===== src/rtl/core/ipatp_pkg.sv =====
// Shared types and character constants for the IP address text parser.
// No dependencies; every other file in rtl/core refers to this package.
`default_nettype none

package ipatp_pkg;

    // ASCII codes the parsers look for
    localparam logic [7:0] CHAR_DOT     = 8'h2E;
    localparam logic [7:0] CHAR_COLON   = 8'h3A;
    localparam logic [7:0] CHAR_ZERO    = 8'h30;
    localparam logic [7:0] CHAR_NINE    = 8'h39;
    localparam logic [7:0] CHAR_LOW_A   = 8'h61;
    localparam logic [7:0] CHAR_LOW_F   = 8'h66;
    localparam logic [7:0] CHAR_UP_A    = 8'h41;
    localparam logic [7:0] CHAR_UP_F    = 8'h46;

    localparam int unsigned NUM_GROUPS  = 8;
    localparam int unsigned V4_OCTETS   = 4;

    // Verdict of one parser for the string in progress
    typedef enum logic [1:0] {
        OUT_PENDING,
        OUT_MATCH,
        OUT_FAIL
    } outcome_t;

    // One character as it is handed to both parsers
    typedef struct packed {
        logic       fire;       // item accepted this cycle
        logic       last_char;  // final character of the string
        logic [7:0] char_code;
    } char_feed_t;

    typedef logic [NUM_GROUPS-1:0][15:0] group_array_t;

    typedef struct packed {
        logic        match;
        logic [31:0] value;
    } v4_result_t;

    typedef struct packed {
        logic         match;
        group_array_t groups;   // index 0 is the most significant group
    } v6_result_t;

endpackage

`default_nettype wire


===== src/rtl/core/ipatp_v4.sv =====
// Dotted-decimal IPv4 parser: running octet state plus end-of-string verdict.
// Depends on ipatp_pkg.
`default_nettype none

module ipatp_v4 (
    input  wire logic                   clk,
    input  wire logic                   rst_n,
    input  wire ipatp_pkg::char_feed_t  feed,
    output ipatp_pkg::v4_result_t       result
);

    typedef enum logic {
        V4_EXPECT,
        V4_OCTET
    } v4_phase_t;

    v4_phase_t              phase_reg, phase_next;
    logic [7:0]             octet_reg, octet_next;
    logic [2:0]             count_reg, count_next;
    logic [31:0]            accum_reg, accum_next;
    ipatp_pkg::outcome_t    outcome_reg, outcome_next;

    logic                   dec_char;
    logic [7:0]             digit_val;
    logic [11:0]            octet_prod;
    logic [2:0]             close_count;
    logic [2:0]             fin_count;
    logic [31:0]            fin_accum;
    ipatp_pkg::outcome_t    fin_outcome;

    assign dec_char    = (feed.char_code >= ipatp_pkg::CHAR_ZERO) &&
                         (feed.char_code <= ipatp_pkg::CHAR_NINE);
    assign digit_val   = feed.char_code - ipatp_pkg::CHAR_ZERO;
    assign octet_prod  = 12'(octet_reg) * 12'd10 + 12'(digit_val[3:0]);
    assign close_count = count_reg + 3'd1;

    // Per-character step
    always_comb
    begin
        phase_next   = phase_reg;
        octet_next   = octet_reg;
        count_next   = count_reg;
        accum_next   = accum_reg;
        outcome_next = outcome_reg;
        if (outcome_reg == ipatp_pkg::OUT_PENDING)
        begin
            if (phase_reg != V4_OCTET)
            begin
                if (dec_char)
                begin
                    octet_next = digit_val;
                    phase_next = V4_OCTET;
                end
                else
                begin
                    outcome_next = ipatp_pkg::OUT_FAIL;
                end
            end
            else if (dec_char)
            begin
                if (octet_prod > 12'd255)
                    outcome_next = ipatp_pkg::OUT_FAIL;
                else
                    octet_next = octet_prod[7:0];
            end
            else
            begin
                // Any non-digit closes the octet
                accum_next = {accum_reg[23:0], octet_reg};
                count_next = close_count;
                if (close_count >= 3'(ipatp_pkg::V4_OCTETS))
                    outcome_next = ipatp_pkg::OUT_MATCH;
                else if (feed.char_code == ipatp_pkg::CHAR_DOT)
                    phase_next = V4_EXPECT;
                else
                    outcome_next = ipatp_pkg::OUT_FAIL;
            end
        end
    end

    // End of string: close an open octet and settle the verdict
    always_comb
    begin
        fin_outcome = outcome_next;
        fin_accum   = accum_next;
        fin_count   = count_next + 3'd1;
        if (outcome_next == ipatp_pkg::OUT_PENDING)
        begin
            if (phase_next == V4_OCTET)
            begin
                fin_accum   = {accum_next[23:0], octet_next};
                fin_outcome = (fin_count >= 3'(ipatp_pkg::V4_OCTETS)) ?
                              ipatp_pkg::OUT_MATCH : ipatp_pkg::OUT_FAIL;
            end
            else
            begin
                fin_outcome = ipatp_pkg::OUT_FAIL;
            end
        end
    end

    assign result.match = (fin_outcome == ipatp_pkg::OUT_MATCH);
    assign result.value = fin_accum;

    // State; the last character of a string returns everything to reset
    always_ff @(posedge clk or negedge rst_n)
    begin
        if (!rst_n)
        begin
            phase_reg   <= V4_EXPECT;
            octet_reg   <= '0;
            count_reg   <= '0;
            accum_reg   <= '0;
            outcome_reg <= ipatp_pkg::OUT_PENDING;
        end
        else if (feed.fire)
        begin
            if (feed.last_char)
            begin
                phase_reg   <= V4_EXPECT;
                octet_reg   <= '0;
                count_reg   <= '0;
                accum_reg   <= '0;
                outcome_reg <= ipatp_pkg::OUT_PENDING;
            end
            else
            begin
                phase_reg   <= phase_next;
                octet_reg   <= octet_next;
                count_reg   <= count_next;
                accum_reg   <= accum_next;
                outcome_reg <= outcome_next;
            end
        end
    end

endmodule

`default_nettype wire


===== src/rtl/core/ipatp_v6.sv =====
// IPv6 parser: hex group state, head group file and right-aligned tail shift line.
// Depends on ipatp_pkg.
`default_nettype none

module ipatp_v6 (
    input  wire logic                   clk,
    input  wire logic                   rst_n,
    input  wire ipatp_pkg::char_feed_t  feed,
    output ipatp_pkg::v6_result_t       result
);

    typedef enum logic [2:0] {
        V6_START,
        V6_START_COLON,
        V6_HEAD_DIGITS,
        V6_HEAD_COLON,
        V6_TAIL_EXPECT,
        V6_TAIL_DIGITS
    } v6_phase_t;

    // Returns {is_hex, nibble}
    function automatic logic [4:0] hex_nibble(input logic [7:0] c);
        logic [7:0] d;
        begin
            d = '0;
            if (c >= ipatp_pkg::CHAR_ZERO && c <= ipatp_pkg::CHAR_NINE)
            begin
                d = c - ipatp_pkg::CHAR_ZERO;
                hex_nibble = {1'b1, d[3:0]};
            end
            else if (c >= ipatp_pkg::CHAR_LOW_A && c <= ipatp_pkg::CHAR_LOW_F)
            begin
                d = c - ipatp_pkg::CHAR_LOW_A + 8'd10;
                hex_nibble = {1'b1, d[3:0]};
            end
            else if (c >= ipatp_pkg::CHAR_UP_A && c <= ipatp_pkg::CHAR_UP_F)
            begin
                d = c - ipatp_pkg::CHAR_UP_A + 8'd10;
                hex_nibble = {1'b1, d[3:0]};
            end
            else
            begin
                hex_nibble = 5'd0;
            end
        end
    endfunction

    v6_phase_t              phase_reg, phase_next;
    logic [15:0]            gv_reg, gv_next;
    logic [2:0]             dc_reg, dc_next;
    logic [3:0]             hc_reg, hc_next;
    logic [3:0]             tc_reg, tc_next;
    ipatp_pkg::outcome_t    outcome_reg, outcome_next;

    ipatp_pkg::group_array_t head_reg;
    ipatp_pkg::group_array_t tail_reg;   // tail groups packed toward index 7

    logic [4:0]             hex_code;
    logic                   is_hex;
    logic [3:0]             nib;
    logic                   is_colon;
    logic                   can_extend;
    logic [15:0]            gv_shift;
    logic                   push_h, push_t;
    logic                   fin_push_h, fin_push_t;
    logic                   any_push_h, any_push_t;
    logic [15:0]            push_val;
    logic [3:0]             hc_eff, tc_eff;
    ipatp_pkg::outcome_t    fin_outcome;
    ipatp_pkg::group_array_t head_eff;
    ipatp_pkg::group_array_t tail_eff;
    ipatp_pkg::group_array_t groups_out;

    assign hex_code   = hex_nibble(feed.char_code);
    assign is_hex     = hex_code[4];
    assign nib        = hex_code[3:0];
    assign is_colon   = (feed.char_code == ipatp_pkg::CHAR_COLON);
    assign can_extend = is_hex && (dc_reg < 3'd4);
    assign gv_shift   = {gv_reg[11:0], nib};

    // Per-character step
    always_comb
    begin
        phase_next   = phase_reg;
        gv_next      = gv_reg;
        dc_next      = dc_reg;
        outcome_next = outcome_reg;
        push_h       = 1'b0;
        push_t       = 1'b0;
        if (outcome_reg == ipatp_pkg::OUT_PENDING)
        begin
            case (phase_reg)
                V6_START:
                begin
                    if (is_colon)
                    begin
                        phase_next = V6_START_COLON;
                    end
                    else if (is_hex)
                    begin
                        gv_next    = 16'(nib);
                        dc_next    = 3'd1;
                        phase_next = V6_HEAD_DIGITS;
                    end
                    else
                    begin
                        outcome_next = ipatp_pkg::OUT_FAIL;
                    end
                end
                V6_START_COLON:
                begin
                    if (is_colon)
                        phase_next = V6_TAIL_EXPECT;
                    else
                        outcome_next = ipatp_pkg::OUT_FAIL;
                end
                V6_HEAD_DIGITS:
                begin
                    if (can_extend)
                    begin
                        gv_next = gv_shift;
                        dc_next = dc_reg + 3'd1;
                    end
                    else
                    begin
                        push_h = 1'b1;
                        if (hc_reg + 4'd1 >= 4'(ipatp_pkg::NUM_GROUPS))
                            outcome_next = ipatp_pkg::OUT_MATCH;
                        else if (is_colon)
                            phase_next = V6_HEAD_COLON;
                        else
                            outcome_next = ipatp_pkg::OUT_FAIL;
                    end
                end
                V6_HEAD_COLON:
                begin
                    if (is_colon)
                    begin
                        phase_next = V6_TAIL_EXPECT;
                    end
                    else if (is_hex)
                    begin
                        gv_next    = 16'(nib);
                        dc_next    = 3'd1;
                        phase_next = V6_HEAD_DIGITS;
                    end
                    else
                    begin
                        outcome_next = ipatp_pkg::OUT_FAIL;
                    end
                end
                V6_TAIL_EXPECT:
                begin
                    if (is_hex)
                    begin
                        gv_next    = 16'(nib);
                        dc_next    = 3'd1;
                        phase_next = V6_TAIL_DIGITS;
                    end
                    else
                    begin
                        outcome_next = ipatp_pkg::OUT_MATCH;
                    end
                end
                V6_TAIL_DIGITS:
                begin
                    if (can_extend)
                    begin
                        gv_next = gv_shift;
                        dc_next = dc_reg + 3'd1;
                    end
                    else
                    begin
                        // A tail closes as a match unless a colon asks for more and a group is still free
                        push_t = 1'b1;
                        if ((hc_reg + tc_reg + 4'd1 < 4'(ipatp_pkg::NUM_GROUPS)) &&
                            is_colon)
                            phase_next = V6_TAIL_EXPECT;
                        else
                            outcome_next = ipatp_pkg::OUT_MATCH;
                    end
                end
                default:
                begin
                    outcome_next = ipatp_pkg::OUT_FAIL;
                end
            endcase
        end
    end

    assign hc_next = hc_reg + 4'(push_h);
    assign tc_next = tc_reg + 4'(push_t);

    // End of string; at most one group is pushed per character overall
    always_comb
    begin
        fin_outcome = outcome_next;
        fin_push_h  = 1'b0;
        fin_push_t  = 1'b0;
        if (outcome_next == ipatp_pkg::OUT_PENDING)
        begin
            case (phase_next)
                V6_HEAD_DIGITS:
                begin
                    fin_push_h  = 1'b1;
                    fin_outcome = (hc_reg + 4'd1 >= 4'(ipatp_pkg::NUM_GROUPS)) ?
                                  ipatp_pkg::OUT_MATCH : ipatp_pkg::OUT_FAIL;
                end
                V6_TAIL_EXPECT:
                begin
                    fin_outcome = ipatp_pkg::OUT_MATCH;
                end
                V6_TAIL_DIGITS:
                begin
                    fin_push_t  = 1'b1;
                    fin_outcome = ipatp_pkg::OUT_MATCH;
                end
                default:
                begin
                    fin_outcome = ipatp_pkg::OUT_FAIL;
                end
            endcase
        end
    end

    assign any_push_h = push_h | fin_push_h;
    assign any_push_t = push_t | fin_push_t;
    assign push_val   = (push_h | push_t) ? gv_reg : gv_next;
    assign hc_eff     = hc_reg + 4'(any_push_h);
    assign tc_eff     = tc_reg + 4'(any_push_t);

    // Group files as they stand once this character's push lands
    always_comb
    begin
        for (int k = 0; k < ipatp_pkg::NUM_GROUPS; k++)
        begin
            head_eff[k] = (any_push_h && (hc_reg[2:0] == 3'(k))) ? push_val : head_reg[k];
            if (!any_push_t)
                tail_eff[k] = tail_reg[k];
            else if (k == ipatp_pkg::NUM_GROUPS - 1)
                tail_eff[k] = push_val;
            else
                tail_eff[k] = tail_reg[(k + 1) % ipatp_pkg::NUM_GROUPS];
        end
    end

    // Head groups from the left, tail groups from the right, zeros between
    always_comb
    begin
        for (int i = 0; i < ipatp_pkg::NUM_GROUPS; i++)
        begin
            if (4'(i) < hc_eff)
                groups_out[i] = head_eff[i];
            else if (4'(i) + tc_eff >= 4'(ipatp_pkg::NUM_GROUPS))
                groups_out[i] = tail_eff[i];
            else
                groups_out[i] = '0;
        end
    end

    assign result.groups = groups_out;
    assign result.match  = (fin_outcome == ipatp_pkg::OUT_MATCH);

    // Group storage; only entries covered by the counts are ever selected
    always_ff @(posedge clk)
    begin
        if (feed.fire && !feed.last_char)
        begin
            if (push_h)
                head_reg[hc_reg[2:0]] <= gv_reg;
            if (push_t)
                tail_reg <= {gv_reg, tail_reg[ipatp_pkg::NUM_GROUPS-1:1]};
        end
    end

    // Control state; the last character of a string returns it to reset
    always_ff @(posedge clk or negedge rst_n)
    begin
        if (!rst_n)
        begin
            phase_reg   <= V6_START;
            gv_reg      <= '0;
            dc_reg      <= '0;
            hc_reg      <= '0;
            tc_reg      <= '0;
            outcome_reg <= ipatp_pkg::OUT_PENDING;
        end
        else if (feed.fire)
        begin
            if (feed.last_char)
            begin
                phase_reg   <= V6_START;
                gv_reg      <= '0;
                dc_reg      <= '0;
                hc_reg      <= '0;
                tc_reg      <= '0;
                outcome_reg <= ipatp_pkg::OUT_PENDING;
            end
            else
            begin
                phase_reg   <= phase_next;
                gv_reg      <= gv_next;
                dc_reg      <= dc_next;
                hc_reg      <= hc_next;
                tc_reg      <= tc_next;
                outcome_reg <= outcome_next;
            end
        end
    end

endmodule

`default_nettype wire


===== src/rtl/core/ip_address_text_parser_unit.sv =====
// IP address text parser, top level: both parsers, result select and output register.
// Depends on ipatp_pkg, ipatp_v4 and ipatp_v6.
//
// Takes an address string one ASCII character per item (last_char marks the end)
// and returns one result per string: parse_ok, is_ipv6 and either the IPv4 value or
// the eight IPv6 groups, with IPv4 taking precedence when both forms match. One
// character is taken every cycle; the result is presented in the cycle after the
// last character is accepted and sits in a single output register. Characters that
// are not the last one keep flowing while a result waits; a last character is held
// off only while the previous result is still stalled.
`default_nettype none

module ip_address_text_parser_unit (
    input  wire logic         clk,
    input  wire logic         rst_n,
    input  wire logic         char_valid,
    output      logic         char_stall,
    input  wire logic [7:0]   char_code,
    input  wire logic         last_char,
    output      logic         result_valid,
    input  wire logic         result_stall,
    output      logic         parse_ok,
    output      logic         is_ipv6,
    output      logic [31:0]  ipv4_value,
    output      logic [15:0]  group_0,
    output      logic [15:0]  group_1,
    output      logic [15:0]  group_2,
    output      logic [15:0]  group_3,
    output      logic [15:0]  group_4,
    output      logic [15:0]  group_5,
    output      logic [15:0]  group_6,
    output      logic [15:0]  group_7
);

    ipatp_pkg::char_feed_t   feed;
    ipatp_pkg::v4_result_t   v4_res;
    ipatp_pkg::v6_result_t   v6_res;

    logic                    char_fire;
    logic                    out_load;
    logic                    valid_reg, valid_next;
    logic                    ok_reg, ok_next;
    logic                    v6_reg, v6_next;
    logic [31:0]             v4_val_reg, v4_val_next;
    ipatp_pkg::group_array_t groups_reg, groups_next;

    // Handshake: only a last character needs room in the output register
    assign char_stall = valid_reg && result_stall && last_char;
    assign char_fire  = char_valid && !char_stall;
    assign out_load   = char_fire && last_char;

    assign feed.fire      = char_fire;
    assign feed.last_char = last_char;
    assign feed.char_code = char_code;

    ipatp_v4 u_v4 (
        .clk    (clk),
        .rst_n  (rst_n),
        .feed   (feed),
        .result (v4_res)
    );

    ipatp_v6 u_v6 (
        .clk    (clk),
        .rst_n  (rst_n),
        .feed   (feed),
        .result (v6_res)
    );

    // Result select: IPv4 first, unused fields read as zero
    always_comb
    begin
        ok_next     = 1'b0;
        v6_next     = 1'b0;
        v4_val_next = '0;
        groups_next = '0;
        if (v4_res.match)
        begin
            ok_next     = 1'b1;
            v4_val_next = v4_res.value;
        end
        else if (v6_res.match)
        begin
            ok_next     = 1'b1;
            v6_next     = 1'b1;
            groups_next = v6_res.groups;
        end
    end

    assign valid_next = out_load || (valid_reg && result_stall);

    always_ff @(posedge clk or negedge rst_n)
    begin
        if (!rst_n)
            valid_reg <= 1'b0;
        else
            valid_reg <= valid_next;
    end

    always_ff @(posedge clk)
    begin
        if (out_load)
        begin
            ok_reg     <= ok_next;
            v6_reg     <= v6_next;
            v4_val_reg <= v4_val_next;
            groups_reg <= groups_next;
        end
    end

    assign result_valid = valid_reg;
    assign parse_ok     = ok_reg;
    assign is_ipv6      = v6_reg;
    assign ipv4_value   = v4_val_reg;
    assign group_0      = groups_reg[0];
    assign group_1      = groups_reg[1];
    assign group_2      = groups_reg[2];
    assign group_3      = groups_reg[3];
    assign group_4      = groups_reg[4];
    assign group_5      = groups_reg[5];
    assign group_6      = groups_reg[6];
    assign group_7      = groups_reg[7];

    // A non-final character never produces a result
    a_no_result_mid_string: assert property (@(posedge clk) disable iff (!rst_n)
        (char_fire && !last_char && !valid_reg) |=> !result_valid)
        else $error("result appeared after a non-final character");

    // A final character always produces a result next cycle
    a_result_on_last: assert property (@(posedge clk) disable iff (!rst_n)
        (char_fire && last_char) |=> result_valid)
        else $error("no result after a final character");

    // A failed parse reports no family and no IPv4 address
    a_fail_is_clean: assert property (@(posedge clk) disable iff (!rst_n)
        (result_valid && !parse_ok) |-> (!is_ipv6 && (ipv4_value == 32'd0)))
        else $error("failed parse carries address data");

    // An IPv6 result leaves the IPv4 field clear
    a_v6_clears_v4: assert property (@(posedge clk) disable iff (!rst_n)
        (result_valid && is_ipv6) |-> (parse_ok && (ipv4_value == 32'd0)))
        else $error("IPv6 result with IPv4 data");

endmodule

`default_nettype wire

===== config.mk =====
export PLATFORM = sky130hd
export DESIGN_NAME = ip_address_text_parser_unit
export DESIGN_NICKNAME = d
export VERILOG_FILES = /design/src/rtl/core/ipatp_pkg.sv /design/src/rtl/core/ipatp_v4.sv /design/src/rtl/core/ipatp_v6.sv /design/src/rtl/core/ip_address_text_parser_unit.sv
export SDC_FILE = /design/constraint.sdc
export NUM_CORES = 1
export LEC_CHECK = 0
export BUFFER_PORTS_ARGS = -buffer_cell sky130_fd_sc_hd__buf_4
export CAP_MARGIN = 20
export CELL_PAD_IN_SITES_DETAIL_PLACEMENT = 1
export CELL_PAD_IN_SITES_GLOBAL_PLACEMENT = 1
export CORE_ASPECT_RATIO = 1.5
export CORE_UTILIZATION = 50
export CTS_CLUSTER_SIZE = 30
export DETAILED_ROUTE_END_ITERATION = 7
export PLACE_DENSITY = 0.87
export SLEW_MARGIN = 20
export SYNTH_ARGS = -nofsm -noshare
export SYNTH_HDL_FRONTEND = slang
export SYNTH_SLANG_ARGS = --single-unit
export TNS_END_PERCENT = 100

===== constraint.sdc =====
create_clock -name clk -period 19.3 [get_ports clk]
set_input_delay 1.93 -clock clk [delete_from_list [all_inputs] [get_ports clk]]
set_output_delay 1.93 -clock clk [all_outputs]
set_load 0.1 [all_outputs]

; After elaboration in Yosys (flattened, before gate mapping)
; Index checks and enable logic that the tools add are counted.
[word_totals]
register_bits = 497
latch_bits = 0
mem_bits_rw = 0
mem_bits_ro = 0
in_bits = 13
memories = 0
[op_classes]
add_sub_neg = 23
n_mul = 1
div_mod_pow = 0
magnitude_cmp = 30
n_eq_ne = 21
n_shift = 0
muxes = 124
n_bitwise = 4
reduce_logical = 37
[op_table]
columns = operator, count
row1 = two-way mux 16 bit, 39
row2 = two-way mux 32 bit, 6
row3 = bitwise mux 128 bit, 1
row4 = two-way mux 3 bit, 21
row5 = demux 16 bit (select 3 bit), 1
row6 = two-way mux 8 bit, 6
row7 = case mux 16 bit (3 select lines), 1
row8 = two-way mux 2 bit, 23
row9 = greater-or-equal comparator 4 bit (second input constant), 9
row10 = equality test 3 bit (second input constant), 8
row11 = logical AND 1 bit, 19
row12 = case mux 3 bit (6 select lines), 1
row13 = two-way mux 1 bit, 17
row14 = adder 3 x 4 -> 4 bit (first input constant), 4
row15 = adder 4 x 1 -> 4 bit, 4
row16 = equality test 8 x 6 -> 1 bit (second input constant), 2
row17 = greater-or-equal comparator 8 x 7 -> 1 bit (second input constant), 2
row18 = less-or-equal comparator 8 x 7 -> 1 bit (second input constant), 2
row19 = < comparator 3 x 4 -> 1 bit (first input constant), 4
row20 = equality test 3 x 2 -> 1 bit (second input constant), 5
row21 = two-way mux 5 bit, 3
row22 = adder 12 x 4 -> 12 bit, 1
row23 = greater-than comparator 12 x 8 -> 1 bit (second input constant), 1
row24 = multiplier 8 x 3 -> 11 bit (second input constant), 1
row25 = 36 further kinds, 59

; Longest topological paths before layout
[logic_depth]
word_depth = 18
depth_mapped = 20
ltp_nobuf = 17

; By module
; From an unflattened synthesis, not the netlist that was laid out.
[unflattened]
cells_unflattened = 1825
hier_area_um2 = 24101.9
[by_module_without_submodules]
columns = module, instances, cells_each, area_per_inst_um2
row1 = ipatp_v6, 1, 1174, 14811.7
row2 = ip_address_text_parser_unit, 1, 348, 6049.6
row3 = ipatp_v4, 1, 303, 3240.6

; Worst setup path before layout
; No wires, ideal clock.
[synth_timing]
kind = input -> register
from = in last_char
to = reg groups_reg (netlist bit group_0[0]), enable pin
arrival_ns = 9.349
path_slack_ns = 9.258
cell_stages = 5
path_buffers = 2
cell_sequence = clkbuf_1 -> nand3_1 -> nand2_1 -> clkbuf_1 -> nor2_1
[synth_via]
elab_chain_len = 4
[synth_rtl]
columns = item, line_no
row1 = start: declaration, ip_address_text_parser_unit.sv:19  ; input wire logic last_char,
row2 = logical AND 1 bit, ip_address_text_parser_unit.sv:48  ; assign char_stall = valid_reg && result_stall && last_char;
row3 = zero test 1 bit, ip_address_text_parser_unit.sv:49  ; assign char_fire = char_valid && !char_stall;
row4 = logical AND 1 bit, ip_address_text_parser_unit.sv:49
row5 = logical AND 1 bit (*), ip_address_text_parser_unit.sv:50  ; assign out_load = char_fire && last_char;
row6 = net out_load, ip_address_text_parser_unit.sv:40  ; logic out_load;
row7 = end signal: assignment, ip_address_text_parser_unit.sv:107  ; groups_reg <= groups_next;
row8 = end: declaration, ip_address_text_parser_unit.sv:45  ; ipatp_pkg::group_array_t groups_reg, groups_next;
; Mark *: on every way through the listed nets, which the timed path passes. The rest lies on a longest branch.
; A chain may end at the register's enable or synchronous reset.

; Final worst setup path
[layout_timing]
from = in char_code[0]
to = reg groups_reg (netlist bit group_2[9]), data pin
[layout_via]
elab_chain_len = 18
[layout_rtl]
columns = item, line_no
row1 = start: declaration, ip_address_text_parser_unit.sv:18  ; input wire logic [7:0] char_code,
row2 = greater-or-equal comparator 8 x 7 -> 1 bit or less-or-equal comparator 8 x 7 -> 1 bit (tied branches), ipatp_v6.sv:36  ; else if (c >= ipatp_pkg::CHAR_UP_A && c <= ipatp_pkg::CHAR_UP_F)
row3 = logical AND 1 bit, ipatp_v6.sv:36
row4 = two-way mux 5 bit, ipatp_v6.sv:36
row5 = two-way mux 5 bit, ipatp_v6.sv:31  ; else if (c >= ipatp_pkg::CHAR_LOW_A && c <= ipatp_pkg::CHAR_LOW_F)
row6 = two-way mux 5 bit, ipatp_v6.sv:26  ; if (c >= ipatp_pkg::CHAR_ZERO && c <= ipatp_pkg::CHAR_NINE)
row7 = two-way mux 3 bit or logical AND 1 bit (tied branches), "ipatp_v6.sv:99, ipatp_v6.sv:141, ipatp_v6.sv:78"
row8 = "two-way mux 3 bit, on equally long branches", --
row9 = case mux 3 bit (6 select lines), ipatp_v6.sv:92  ; case (phase_reg)
row10 = (+2 left out), --
row11 = two-way mux 1 bit, ipatp_v6.sv:202  ; case (phase_next)
row12 = two-way mux 1 bit, ipatp_v6.sv:200  ; if (outcome_next == ipatp_pkg::OUT_PENDING)
row13 = OR 1 bit, ipatp_v6.sv:227  ; assign any_push_t = push_t | fin_push_t;
row14 = adder 4 x 1 -> 4 bit, ipatp_v6.sv:230  ; assign tc_eff = tc_reg + 4'(any_push_t);
row15 = adder 2 x 4 -> 4 bit, ipatp_v6.sv:254  ; else if (4'(i) + tc_eff >= 4'(ipatp_pkg::NUM_GROUPS))
row16 = greater-or-equal comparator 4 bit, ipatp_v6.sv:254
row17 = two-way mux 16 bit, ipatp_v6.sv:254
row18 = two-way mux 16 bit, ipatp_v6.sv:252  ; if (4'(i) < hc_eff)
; Parallel ways exist; a longest one is shown, timed or not.

==> impl_metrics.tcl <==
set metrics [dict create \
    status "completed" \
    numCtsBuffers 47 \
    drv_cap 0 \
    wl_mm 65.1 \
    synth_top_cell_by_area "edfxtp_1" \
    yosysUniqueCellTypes 74 \
    post_cts_buffers 0 \
    finalClockSkew_ps 13.6 \
    track_usage_pct 28.4 \
    vias_per_cell 6.36 \
    cts_tree "built" \
    gp_congestion 0.874 \
    crit_arrival_ps 7860 \
    cp_max_fo 66 \
    min_period_ps 7510 \
    syn_area_sq_mm 0.0224 \
    antenna_found_initial 1 \
    p_leak_nw 9.14 \
    fp-row-count 94 \
    postRouteAntennaNets 0 \
    async_flop_share_pct 15.9 \
    hold_viol_final 0 \
    path_class "primary input to flip-flop" \
    cp-end-kind "flip-flop" \
    fmax_mhz 133 \
    worst_pin_slew_ps 1150 \
    grt_pass1_vias 16000 \
    dieHeight_um 261 \
    ir_drop_v 0.0000610 \
    final_layout_size_suffix_gt1_share_pct 17.3 \
    tns_ps 0 \
    cts_buffer_depth 3 \
    postSynthCellCount 1590 \
    start_util_pct 50.9 \
    core_area_sq_mm 0.0440 \
    max_slew_margin_pct 23.1 \
    detail_route.iter0.violations 1268 \
    cts_hold_buf 0 \
    hp-class "flip-flop to flip-flop" \
    synth_seq_cells 497 \
    cp.required_ps 19650 \
    finalSetupViolations 0 \
    dr.pass1.iters 5 \
    num_vias 14900 \
    post-place-ws_ps 11120 \
    finalWorstSetupSlack_ps 11790 \
    post-dp-hpwl_mm 43.4 \
    cellPowerDensity_mw_per_mm2 90.7 \
    critPathLaunchType "primary input" \
    clk_latency_ps 570 \
    cts_root_buffer "clkbuf_16" \
    die_w_um 175 \
    port_buffers 176 \
    finalPower_mw 2.33 \
    yosys.area.top_type_share_pct 56.1 \
    syn_nets 1642 \
    grt_max_degree 167 \
    n_antenna_cell 0 \
    seq_area_frac_synth_pct 64.9 \
    wire_per_inst_um 27.7 \
    cts_resized 0 \
    ys.flop_type "edfxtp_1" \
    htree_levels 2 \
    synthTopCellsByArea "edfxtp_1 (56%), mux2i_1 (12%), dfrtp_1 (8.8%), o22ai_1 (3.9%), a22o_1 (2.7%)" \
    drv_slew 0 \
    synth_edf_count 418 \
    synth_warnings 0 \
    rsz0062_at_grt "no" \
    nets 1788 \
    grt_pass1_wl_mm 98.4 \
    grt_overflow_total 0 \
    finalCritPeriodShare_pct 38.9 \
    die_area_sq_mm 0.0456 \
    drc 0 \
    syn2layout_area_growth_pct 14.6 \
    clk_pin_slew_ps 70 \
    ioPinCount 177 \
    avgSynthCellArea_sq_um 14.1 \
    cts_sinks 497 \
]
==> placed cells by master (no fill, tap or decap), types with 10 or more instances in the layout <==
| master | netlist | layout |
|---|---|---|
| dfrtp_1 | 79 | 79 |
| xor2_1 | 16 | 16 |
| nor2_1 | 44 | 39 |
| inv_1 | 25 | 25 |
| clkbuf_1 | 58 | 12 |
| edfxtp_1 | 418 | 418 |
| clkinv_2 | 0 | 11 |
| a21oi_1 | 54 | 54 |
| xnor2_1 | 12 | 12 |
| o22ai_1 | 138 | 138 |
| o21ai_0 | 24 | 24 |
| nand3_1 | 18 | 18 |
| ha_1 | 37 | 37 |
| a22o_1 | 69 | 69 |
| and2_1 | 10 | 10 |
| nand2_1 | 126 | 124 |
| clkbuf_16 | 0 | 49 |
| buf_4 | 2 | 198 |
| mux2i_1 | 262 | 262 |
==> per-stage QoR <==
stage | hold slack [ps] | util [%] | instances | instance area, sq um
floorplan | 449 | - | 1590 | 22400
global placement | 460 | 54.9 | 2260 | 24100
detailed placement | 473 | 54.9 | 2261 | 24200
CTS | 488 | 58.2 | 2347 | 25600
global route | 496 | 58.3 | 2349 | 25600
finish | 488 | 58.3 | 2349 | 25600
==> final timing paths <==
check / start / cells past startpoint / slack [ps] / end
worst max-delay path: char_code[0] / 17 / 11790 / group_2[9]
worst min-delay path: u_v6.tail_reg[115] / 0 / 490 / u_v6.tail_reg[99]
worst max register to register: u_v6.hc_reg[2] / 16 / 12830 / group_2[9]
worst min register to register: u_v6.tail_reg[115] / 0 / 490 / u_v6.tail_reg[99]
max in group asynchronous: rst_n / 2 / 16960 / u_v4.accum_reg[19]
min in group asynchronous: rst_n / 1 / 1300 / result_valid
==> critical path: stages <==
cell and delay [ps]:
buf_4 150, inv_1 120, ha_1 190, nor4b_1 390, o32ai_1 200, a32o_1 310
o21ai_1 500, nand4_1 390, nand2_4 150, buf_6 630, ha_1 380, ha_1 220
xor2_1 470, nand2_1 170, xor2_1 210, nand4_1 850, o22ai_1 480
==> report_power, final <==
part / leakage (nW) / internal [mW] / switching, mW
logic: 3.45 / 0.0469 / 0.192
registers: 4.99 / 1.18 / 0.0222
clock network: 0.711 / 0.484 / 0.402
==> routing by layer <==
| layer | routed length, um | part of all wire [%] | track usage [%] | vias up |
|---|---|---|---|---|
| li1 | - | - | - | 6490 |
| met1 | 23700 | 36 | 32.1 | 7691 |
| met2 | 35700 | 55 | 54.0 | 601 |
| met3 | 2980 | 4.6 | 3.19 | 160 |
| met4 | 2610 | 4.0 | 11.7 | 2 |
| met5 | 13 | 0.020 | 0 | - |
==> synthesized netlist by cell type, drive strengths merged (7+ instances only) <==
cell type  instances
a21oi             54
a211oi             7
a311oi             7
nand3             19
xnor2             12
ha                37
nand2            126
inv               25
nand2b             9
a21o               7
o22ai            138
nand4              7
a31oi             11
dfrtp             79
mux2i            262
xor2              16
buf               47
o21ai             32
and2              10
a22o              69
nor3              13
edfxtp           418
nor2              48
clkbuf            59
==> cell type report <==
type | instances | area (sq um)
Inverter | 25 | 93.8
Multi-Input combinational cell | 962 | 7290
Tap cell | 576 | 721
Clock buffer | 62 | 1280
Sequential cell | 497 | 14500
Clock inverter | 24 | 155
Fill cell | 4255 | 18400
Timing Repair Buffer | 203 | 1560
==> logic make-up after synthesis <==
group,count (synthesis),synth area share (%)
AO/OA/AOI/OAI,368,11.4
flip-flops,497,64.9
AND/OR/NAND/NOR,261,5.53
adder cells (fa/ha/maj),39,2.25
XOR/XNOR,28,1.10
multiplexers,266,11.9
buffers and inverters,131,2.81
Power figures use the tool's default switching activity.
